## src/rtl/core/fpmvt_pkg.sv

```systemverilog
// ----------------------------------------------------------------------------
// fpmvt_pkg
// Shared types and constants for the fixed-point matrix-vector transform.
// ----------------------------------------------------------------------------
package fpmvt_pkg;

   localparam int DATA_W   = 32;   // vector and result component width
   localparam int COEF_W   = 16;   // matrix entry width
   localparam int NUM_DIM  = 3;    // rows, columns and vector components
   localparam int ROW_W    = COEF_W * NUM_DIM;
   localparam int PROD_W   = COEF_W + DATA_W;
   localparam int SUM_W    = PROD_W + 2;   // exact sum of three products
   localparam int CSR_IDX_W = 3;
   localparam int CSR_DATA_W = ROW_W;

   // register map
   typedef enum logic [CSR_IDX_W-1:0] {
      REG_ROW_ZERO = 3'd0,
      REG_ROW_ONE  = 3'd1,
      REG_ROW_TWO  = 3'd2,
      REG_OFFSET_X = 3'd3,
      REG_OFFSET_Y = 3'd4,
      REG_OFFSET_Z = 3'd5
   } csr_index_type;

   // identity matrix at reset (1.0 with 12 fraction bits per diagonal entry)
   localparam logic [ROW_W-1:0] ROW_ZERO_RST = 48'h0000_0000_1000;
   localparam logic [ROW_W-1:0] ROW_ONE_RST  = 48'h0000_1000_0000;
   localparam logic [ROW_W-1:0] ROW_TWO_RST  = 48'h1000_0000_0000;

   typedef logic [NUM_DIM-1:0][DATA_W-1:0] vec_type;

   typedef struct packed {
      logic [NUM_DIM-1:0][ROW_W-1:0]  rows;     // index 0 = row_zero
      logic [NUM_DIM-1:0][DATA_W-1:0] offsets;  // index 0 = offset_x
   } cfg_type;

endpackage

```

## src/rtl/core/fpmvt_row.sv

```systemverilog
// ----------------------------------------------------------------------------
// fpmvt_row
// One result component: row-by-vector dot product, arithmetic shift by the
// fraction width, optional translation, low 32 bits kept.
// ----------------------------------------------------------------------------
module fpmvt_row #(
   parameter int FRAC_BITS = 12
) (
   input  logic [fpmvt_pkg::ROW_W-1:0]   row,
   input  fpmvt_pkg::vec_type            vec,
   input  logic [fpmvt_pkg::DATA_W-1:0]  offset,
   input  logic                          add_offset,
   output logic [fpmvt_pkg::DATA_W-1:0]  result
);

   logic signed [fpmvt_pkg::PROD_W-1:0] prod [fpmvt_pkg::NUM_DIM];
   logic signed [fpmvt_pkg::SUM_W-1:0]  prod_ext [fpmvt_pkg::NUM_DIM];
   logic signed [fpmvt_pkg::SUM_W-1:0]  sum;
   logic signed [fpmvt_pkg::SUM_W-1:0]  shifted;

   // three 16x32 signed products, full width
   for (genvar k = 0; k < fpmvt_pkg::NUM_DIM; k++) begin : g_mul
      assign prod[k] = $signed(row[k*fpmvt_pkg::COEF_W +: fpmvt_pkg::COEF_W])
                     * $signed(vec[k]);
      assign prod_ext[k] = {{(fpmvt_pkg::SUM_W-fpmvt_pkg::PROD_W){prod[k][fpmvt_pkg::PROD_W-1]}},
                            prod[k]};
   end

   assign sum     = prod_ext[0] + prod_ext[1] + prod_ext[2];
   assign shifted = sum >>> FRAC_BITS;   // floor toward minus infinity
   assign result  = shifted[fpmvt_pkg::DATA_W-1:0]
                  + (add_offset ? offset : {fpmvt_pkg::DATA_W{1'b0}});

endmodule

```

## config.mk

```make
export PLATFORM = sky130hd
export DESIGN_NAME = fpmvt_row
export DESIGN_NICKNAME = d
export VERILOG_FILES = /design/src/rtl/core/fpmvt_pkg.sv /design/src/rtl/core/fpmvt_row.sv
export SDC_FILE = /design/constraint.sdc
export NUM_CORES = 2
export LEC_CHECK = 0
export ABC_CLOCK_PERIOD_IN_PS = 25900
export BUFFER_PORTS_ARGS = -buffer_cell sky130_fd_sc_hd__clkbuf_2
export CAP_MARGIN = 30
export CELL_PAD_IN_SITES_DETAIL_PLACEMENT = 1
export CELL_PAD_IN_SITES_GLOBAL_PLACEMENT = 1
export CORE_UTILIZATION = 40
export DETAILED_ROUTE_END_ITERATION = 12
export PLACE_DENSITY = 0.66
export SLEW_MARGIN = 15
export SYNTH_ARGS = -nofsm -noshare
export SYNTH_HDL_FRONTEND = slang
export SYNTH_SLANG_ARGS = --single-unit
```

## constraint.sdc

```tcl
create_clock -name vclk -period 25.9
set_clock_uncertainty 0.1 [all_clocks]
set_input_delay 0 -clock vclk [all_inputs]
set_output_delay 0 -clock vclk [all_outputs]
set_load 0.03 [all_outputs]
```

==> out/metrics.cfg <==
[grt]
globalRouteOverflowTotal = 0
global_route_usage_sum = 0.2388
grt_max_degree = 34
via_count_of_the_first_global_routing_pass = 41820
grt_pass1_wl_mm = 233.7
number_of_antenna_violations_at_the_first_check_in_global_routing = 11

[detailed_routing]
vias = 35060
route.antenna.remaining_nets = 0
dr.first_iter.drc_count = 1286
routedWlPerCell_um = 20.02
dr.pass1.iters = 5
drt_drc_violations_left = 0
viasPerCell = 4.870
drt-total-wl_mm = 144.1

[die]
start_util = 0.4036
floorplan.die.width_um = 357.9
coreArea_um2 = 125600
die_y_um = 357.9
core.rowCount = 130
die_area_um2 = 128100
design.portCount = 209

[run]
drv.max_cap_violation_count = 0

[yosys]
synthesis.nets = 7526
synth_top_area_share = 0.6024
seq_area_frac_synth = 0
avgSynthCellArea_um2 = 9.113
netlist_instances = 5561
post_synth_main_area_contributors = fa_1, inv_1, nand2_1
syn-cell-area_um2 = 50680
yosys_warnings = 0
synth_cell_type_count = 47
netlist.top_cell.by_area = fa_1

[cts]
cts-resized-gates = 0
postCtsHoldBufs = 0
post_cts_buffers = 0

[cells_and_area]
final_core_utilization = 0.4223
final.fill_count = 14700
final.clkbuf_count = 0
area_growth_syn_to_layout_pct = 4.632
nNetsFinal = 7511
drive_gt1_frac = 0.04437
final-seq-area_um2 = 0
sequential_cell_total = 0
area_used_by_multi_input_combinational_logic_um2 = 43750

[placement]
dp.final_hpwl_mm = 128.2
numPortBuffers = 209
globalplace.congestion = 0.8309
post-place-ws_ps = 13410

[timing]
highest_clock_rate_ghz = 0.08111
min_period_ps = 12330
final-hold-violation-count = 0
timing.slew.headroom = 0.4187
tightestPinTransition_ps = 872.0
setup_viol_count_final = 0
final_critical_path_setup_slack_ps = 13570
setup_total_negative_slack_ps = 0
layout_worst_path_cycle_share = 0.4760
rsz0062_at_grt = no
slew_violations = 0

[setup_path]
worst-endpoint-arrival_ps = 12230
slowest_stage = o41ai_2
crit_required_ps = 25800
worst_path_most_repeated_cell = fa_1
critPathKind = input port to output port
crit_fanout = 32
critical-path-max-stage-delay_ps = 670
worst_setup_path_start_kind = input port
endpoint_kind = output port

[outcome]
status = completed

[min_path]
hp-class = input port to output port

==> worst max-delay path: cells and delay by family <==
family | cells | cell delay, ps
adder cells (fa/ha/maj) | 11 | 5180
AND/OR/NAND/NOR | 14 | 2300
XOR/XNOR | 1 | 160
buffers and inverters | 7 | 1230
AO/OA/AOI/OAI | 11 | 3360
==> cell type report <==
type	count	area share
tap	1650	0.03893
timing repair buffer	228	0.02242
inverter	1600	0.1133
multi-input combinational	3716	0.8251
antenna	6	0.0002832
==> cell usage after synthesis, drive strengths merged, types with 2 or more instances <==
master,number
o21ai,29
nor2b,48
o21bai,4
and2,542
inv,1600
nor3,9
nand2,946
buf,2
nand3,9
a21o,34
clkbuf,243
a31oi,6
xnor2,86
a211oi,6
ha,263
o21a,9
a21oi,46
xor2,25
a2111oi,3
nor2,41
nor4,2
fa,1525
nand2b,60
nand4,7
and4,3
==> stage by stage <==
stage	hold WS (ps)	instance area [µm²]	cells
finish	440.4	53020	7200
global route	480.3	53020	7199
detailed placement	440.6	53010	7194
CTS	450.5	53010	7194
global placement	445.5	53010	7194
floorplan	286.1	50680	5561
==> path summary, 6_finish.rpt <==
path                  startpoint          to  depth (start not counted)
worst max-delay path      row[3]  result[29]                         44
worst min-delay path   offset[0]   result[0]                          4
==> placed cells by master (no fill, tap or decap), types with 2 or more instances in the layout <==
master,n
nor2b_1,48
a2111oi_0,3
o21ai_0,24
nor2_1,40
a31oi_1,6
nand2_1,946
nand3_1,9
clkbuf_2,209
ha_1,263
o21a_1,9
nand4_1,7
fa_1,1525
a21o_1,34
o21bai_1,4
a211oi_1,6
diode_2,6
and2_1,541
o21ai_1,4
and4_1,2
inv_1,1599
buf_4,19
xor2_1,25
a21oi_1,39
xnor2_1,86
a21oi_2,6
nand2b_1,60
nor3_1,9
==> routing by layer <==
metal | GRT usage | vias up | wire, µm
met1 | 0.2660 | 19180 | 52130
met2 | 0.4874 | 375 | 85400
li1 | - | 15330 | -
met5 | 0 | - | 84
met3 | 0.005547 | 166 | 1681
met4 | 0.06672 | 12 | 4830
==> logic make-up (layout without fill, tap and decap cells) <==
kind of cell / after synthesis / in the layout / synth area share
AOI/OAI and AO/OA: 146 / 146 / 0.01918
xor gates and xnor gates: 111 / 111 / 0.01918
adders and majority gates: 1788 / 1788 / 0.6674
buffers and inverters: 1845 / 1828 / 0.1368
other: 0 / 6 / 0
and+or+nand+nor: 1671 / 1671 / 0.1575
Power is left out: the tool's default activity adds up to more than one toggle a clock period on the data nets, which glitch-free logic cannot reach.
