===== src/rtl/core/fpmvt_pkg.sv =====
// ----------------------------------------------------------------------------
// fpmvt_pkg
// Shared types and constants for the fixed-point matrix-vector transform.
// ----------------------------------------------------------------------------
package fpmvt_pkg;

   localparam int DATA_W   = 32;   // vector and result component width
   localparam int COEF_W   = 16;   // matrix entry width
   localparam int NUM_DIM  = 3;    // rows, columns and vector components
   localparam int ROW_W    = COEF_W * NUM_DIM;
   localparam int PROD_W   = COEF_W + DATA_W;
   localparam int SUM_W    = PROD_W + 2;   // exact sum of three products
   localparam int CSR_IDX_W = 3;
   localparam int CSR_DATA_W = ROW_W;

   // register map
   typedef enum logic [CSR_IDX_W-1:0] {
      REG_ROW_ZERO = 3'd0,
      REG_ROW_ONE  = 3'd1,
      REG_ROW_TWO  = 3'd2,
      REG_OFFSET_X = 3'd3,
      REG_OFFSET_Y = 3'd4,
      REG_OFFSET_Z = 3'd5
   } csr_index_type;

   // identity matrix at reset (1.0 with 12 fraction bits per diagonal entry)
   localparam logic [ROW_W-1:0] ROW_ZERO_RST = 48'h0000_0000_1000;
   localparam logic [ROW_W-1:0] ROW_ONE_RST  = 48'h0000_1000_0000;
   localparam logic [ROW_W-1:0] ROW_TWO_RST  = 48'h1000_0000_0000;

   typedef logic [NUM_DIM-1:0][DATA_W-1:0] vec_type;

   typedef struct packed {
      logic [NUM_DIM-1:0][ROW_W-1:0]  rows;     // index 0 = row_zero
      logic [NUM_DIM-1:0][DATA_W-1:0] offsets;  // index 0 = offset_x
   } cfg_type;

endpackage


===== src/rtl/core/fpmvt_csr.sv =====
// ----------------------------------------------------------------------------
// fpmvt_csr
// Matrix and translation registers, written through a plain write port.
// ----------------------------------------------------------------------------
module fpmvt_csr (
   input  logic                                clock,
   input  logic                                reset,
   input  logic                                csr_wen,
   input  logic [fpmvt_pkg::CSR_IDX_W-1:0]     csr_index,
   input  logic [fpmvt_pkg::CSR_DATA_W-1:0]    csr_wdata,
   output fpmvt_pkg::cfg_type                  cfg
);

   fpmvt_pkg::cfg_type cfg_ff;
   fpmvt_pkg::cfg_type cfg_in;

   always_comb begin
      cfg_in = cfg_ff;
      if (csr_wen) begin
         case (csr_index)
            fpmvt_pkg::REG_ROW_ZERO: cfg_in.rows[0] = csr_wdata;
            fpmvt_pkg::REG_ROW_ONE:  cfg_in.rows[1] = csr_wdata;
            fpmvt_pkg::REG_ROW_TWO:  cfg_in.rows[2] = csr_wdata;
            fpmvt_pkg::REG_OFFSET_X: cfg_in.offsets[0] = csr_wdata[fpmvt_pkg::DATA_W-1:0];
            fpmvt_pkg::REG_OFFSET_Y: cfg_in.offsets[1] = csr_wdata[fpmvt_pkg::DATA_W-1:0];
            fpmvt_pkg::REG_OFFSET_Z: cfg_in.offsets[2] = csr_wdata[fpmvt_pkg::DATA_W-1:0];
            default: ;   // unmapped index: dropped
         endcase
      end
   end

   always_ff @(posedge clock) begin
      if (reset) begin
         cfg_ff.rows[0]  <= fpmvt_pkg::ROW_ZERO_RST;
         cfg_ff.rows[1]  <= fpmvt_pkg::ROW_ONE_RST;
         cfg_ff.rows[2]  <= fpmvt_pkg::ROW_TWO_RST;
         cfg_ff.offsets  <= '0;
      end else begin
         cfg_ff <= cfg_in;
      end
   end

   assign cfg = cfg_ff;

endmodule


===== config.mk =====
export PLATFORM = sky130hd
export DESIGN_NAME = fpmvt_csr
export DESIGN_NICKNAME = d
export VERILOG_FILES = /design/src/rtl/core/fpmvt_pkg.sv /design/src/rtl/core/fpmvt_csr.sv
export SDC_FILE = /design/constraint.sdc
export NUM_CORES = 1
export LEC_CHECK = 0
export ABC_AREA = 1
export BUFFER_PORTS_ARGS = -buffer_cell sky130_fd_sc_hd__buf_2
export CAP_MARGIN = 20
export CORE_MARGIN = 2
export CORE_UTILIZATION = 48
export CTS_BUF_LIST = sky130_fd_sc_hd__clkbuf_4
export DETAILED_ROUTE_END_ITERATION = 10
export GPL_ROUTABILITY_DRIVEN = 0
export PLACE_DENSITY = 0.8
export SLEW_MARGIN = 20
export SYNTH_ARGS = -nofsm -noshare
export SYNTH_HDL_FRONTEND = slang
export SYNTH_SLANG_ARGS = --single-unit

===== constraint.sdc =====
create_clock -name clock -period 0.9 [get_ports clock]
set_clock_uncertainty 0.05 [all_clocks]
set_input_delay 0.045 -clock clock [delete_from_list [all_inputs] [get_ports clock]]
set_output_delay 0.045 -clock clock [all_outputs]
set_load 0.01 [all_outputs]

==> impl_results.md <==
- Met3 Track Usage GR: 0.106
- VDD IR max: approximately 1.0 mV
- Final wirelength: between 30000 and 40000 um
- Bufs and invs on worst path: 1
- DRC viols: 0
- Iteration-0 DRC Markers: ~1.2k
- Worst Path Required: roughly 0.81 ns
- Die height: between 100 and 150 um
- GR Layer Usage met2: 0.587
- Post-Synthesis Cells: approximately 1.4k
- Worst slew pin tran: 0.379 ns
- Clk buf depth: 3
- Lkg Pwr: 0.00692 uW
- Slew Viols, Final: 0
- Rel. slew slack: 0.747
- Final Util: 0.771
- Max reg flops: 240
- Critical path's top delay family: flip-flops
- CTS Sinks: 240
- Worst path cell trace: buf_6
- Hold Violations, Final: 67
- Max Cap Viol: 0
- Worst Hold Launch: csr_index[0]
- Starting density of the core: 0.487
- Hold EP: cfg[236]
- FMAX: roughly 770 MHz
- Cell Rows: 51
- Syn_nets: 1424
- Cell variety after synth: 12
- Per-cell routed wire length: about 19 um
- Share of cells above drive strength 1: 0.404
- Vias per cell: between 5 and 6
- Multi-input logic area: 0.00406 sq mm
- Post-Syn Area per Cell: between 6 and 7 sq um
- Top cell type's share of synthesized area: 0.508
- Count leader, synth: nor2_1
- Yosys warnings: 0
- Global-route wire length before repair: ~57000 um
- Status: finished, violations left
- Register area share after synthesis: 0.508
- # IOs: 294
- PnR Total Power: 23900 uW
- Reg2reg end: cfg[178]
- Register area: between 0.005 and 0.006 sq mm
- Die area: between 0.02 and 0.025 sq mm
- Hold depth: 6
- Final period utilization: 1.45
- RSZ-0062 raised after global routing: true
- DP Worst Slack: -0.308 ns
- Post-synth EDFFs: 0
- DRT Pass-1 Iters: 7
- Setup TNS Final: -78.50 ns
- Post-layout minimum cycle time: between 1 and 1.5 ns
- Worst R2R Setup Slack: 0 ns
- Final setup vio count: 247
- Cell taking the most area after synthesis: dfxtp_1
- CP Class: reg -> out
- Mapped Area: ~0.0095 sq mm
- Clk Latency, worst-skew pair: between 0.6 and 0.7 ns
- Tightest Hold Check Type: in -> reg
- #FFs+latches synth: 240
- Tot GR Track Use: 0.349
- H-tree depth: 2
- Ys async rst share: 0
- Via count: 11.4k
- Total grt overflow: 0
- Clock Pin Slew Worst Setup and Hold Paths: ~0.070 ns
- CP Launch Type: flip-flop
- Antenna violations before repair: 4
- Antenna Nets Post-Route: 0
- Gr busiest metal: met2
- Slowest-stage cell, CP: dfxtp_2
- CTS buffer count: 60
- Detailed Place HPWL: slightly below 20000 um
- Worst r2r src: cfg[178]
- Crit path max fanout: 2
- Crit end category: primary output
- Die Width: 144 um
- Layout fillers: 1216
- CTS Root Cell: clkbuf_4
- Cell count of the worst reg-to-reg path: 3
- Failing checks: hold timing, setup timing
- CP arrival: between 1 and 1.5 ns
- Max stage delay on crit path: 0.38 ns
- Number of global-route vias before repair: 11.0k
- Hold WS: -0.0494 ns
- Core Box Area: approximately 0.019 sq mm
- Worst setup margin: -0.403 ns
- Top cells by area, synth: dfxtp_1, nor2_1, nand3_1, nand2_1, buf_2
- Nets: between 1.5k and 2k
- Post-synth top flop: dfxtp_1
- Met1 global-route usage: 0.378
- Commonest cells post-synth: nor2_1, nand2_1, dfxtp_1, nand3_1, buf_2
- Area Overhead vs Synth: 58.2%
- CTS tree: done
- Pwr Density: ~1600 mW/mm^2
- Largest net degree at the start of global routing: approximately 70
- # port buffers: between 200 and 300
## power breakdown
part	switching (uW)	total (uW)	internal [uW]
clock network	4530	8900	4380
logic	2000	3660	1660
registers	311	11400	11100
## cell type report
class                   instances  area share
flip-flops and latches        240       0.342
repair buffers                433       0.303
diodes                          4    0.000669
well taps                     265      0.0222
clock buffers                  87      0.0437
clock inverters                12     0.00318
inverters                      55      0.0143
multi-input cells             976       0.271
## cell families (layout without fill, tap and decap cells)
family                 after synthesis  count (layout)  share of synthesized area
AND/OR/NAND/NOR                    976             976                      0.420
flip-flops                         240             240                      0.508
buffers and inverters              154             587                     0.0714
other                                0               4                          0
## layout by cell type, fill, tap and decap left out
cell type,n
inv_2,6
buf_6,241
buf_12,28
clkbuf_4,87
nor2_1,470
inv_1,50
nand2_1,252
nor2_4,12
nand3_1,240
dfxtp_2,238
dlygate4sd3_1,54
nor2_2,2
inv_8,1
clkinv_1,8
diode_2,4
buf_2,53
dfxtp_4,2
buf_16,1
buf_4,56
clkinv_2,2
## per-stage QoR
| step | cell area [sq um] | std cells |
|---|---|---|
| global route | 15000 | 2072 |
| detailed placement | 11600 | 1878 |
| global placement | 11600 | 1878 |
| finish | 15000 | 2072 |
| CTS | 14700 | 2045 |
| floorplan | 9450 | 1370 |
## how the worst max path moves through the flow
| stage | from | to | slack (ns) | depth (start not counted) |
|---|---|---|---|---|
| CTS | cfg[147] | cfg[147] | -0.38 | 1 |
| floorplan | reset | cfg[10] | -0.003 | 5 |
| detailed placement | csr_index[2] | cfg[136] | -0.31 | 7 |
| finish | cfg[132] | cfg[132] | -0.40 | 1 |
| global route | cfg[166] | cfg[166] | -0.45 | 1 |
| global placement | csr_index[2] | cfg[119] | -0.25 | 7 |
## routing by layer
| metal | part of all wire | vias to the layer above |
|---|---|---|
| met1 | 0.33 | 5193 |
| met5 | 0.00033 | - |
| met2 | 0.48 | 872 |
| met3 | 0.11 | 240 |
| met4 | 0.073 | 2 |
| li1 | - | 5069 |
## repair_timing
item                                   4_1_cts  5_1_grt
pin swaps                                    0        3
cloned                                       0        0
setup endpoints to repair                  240      476
buffers inserted                            18       19
resized for setup                          488       11
hold buffers                                50        5
endpoints found under the hold margin      240       44
Power figures use the tool's default switching activity.
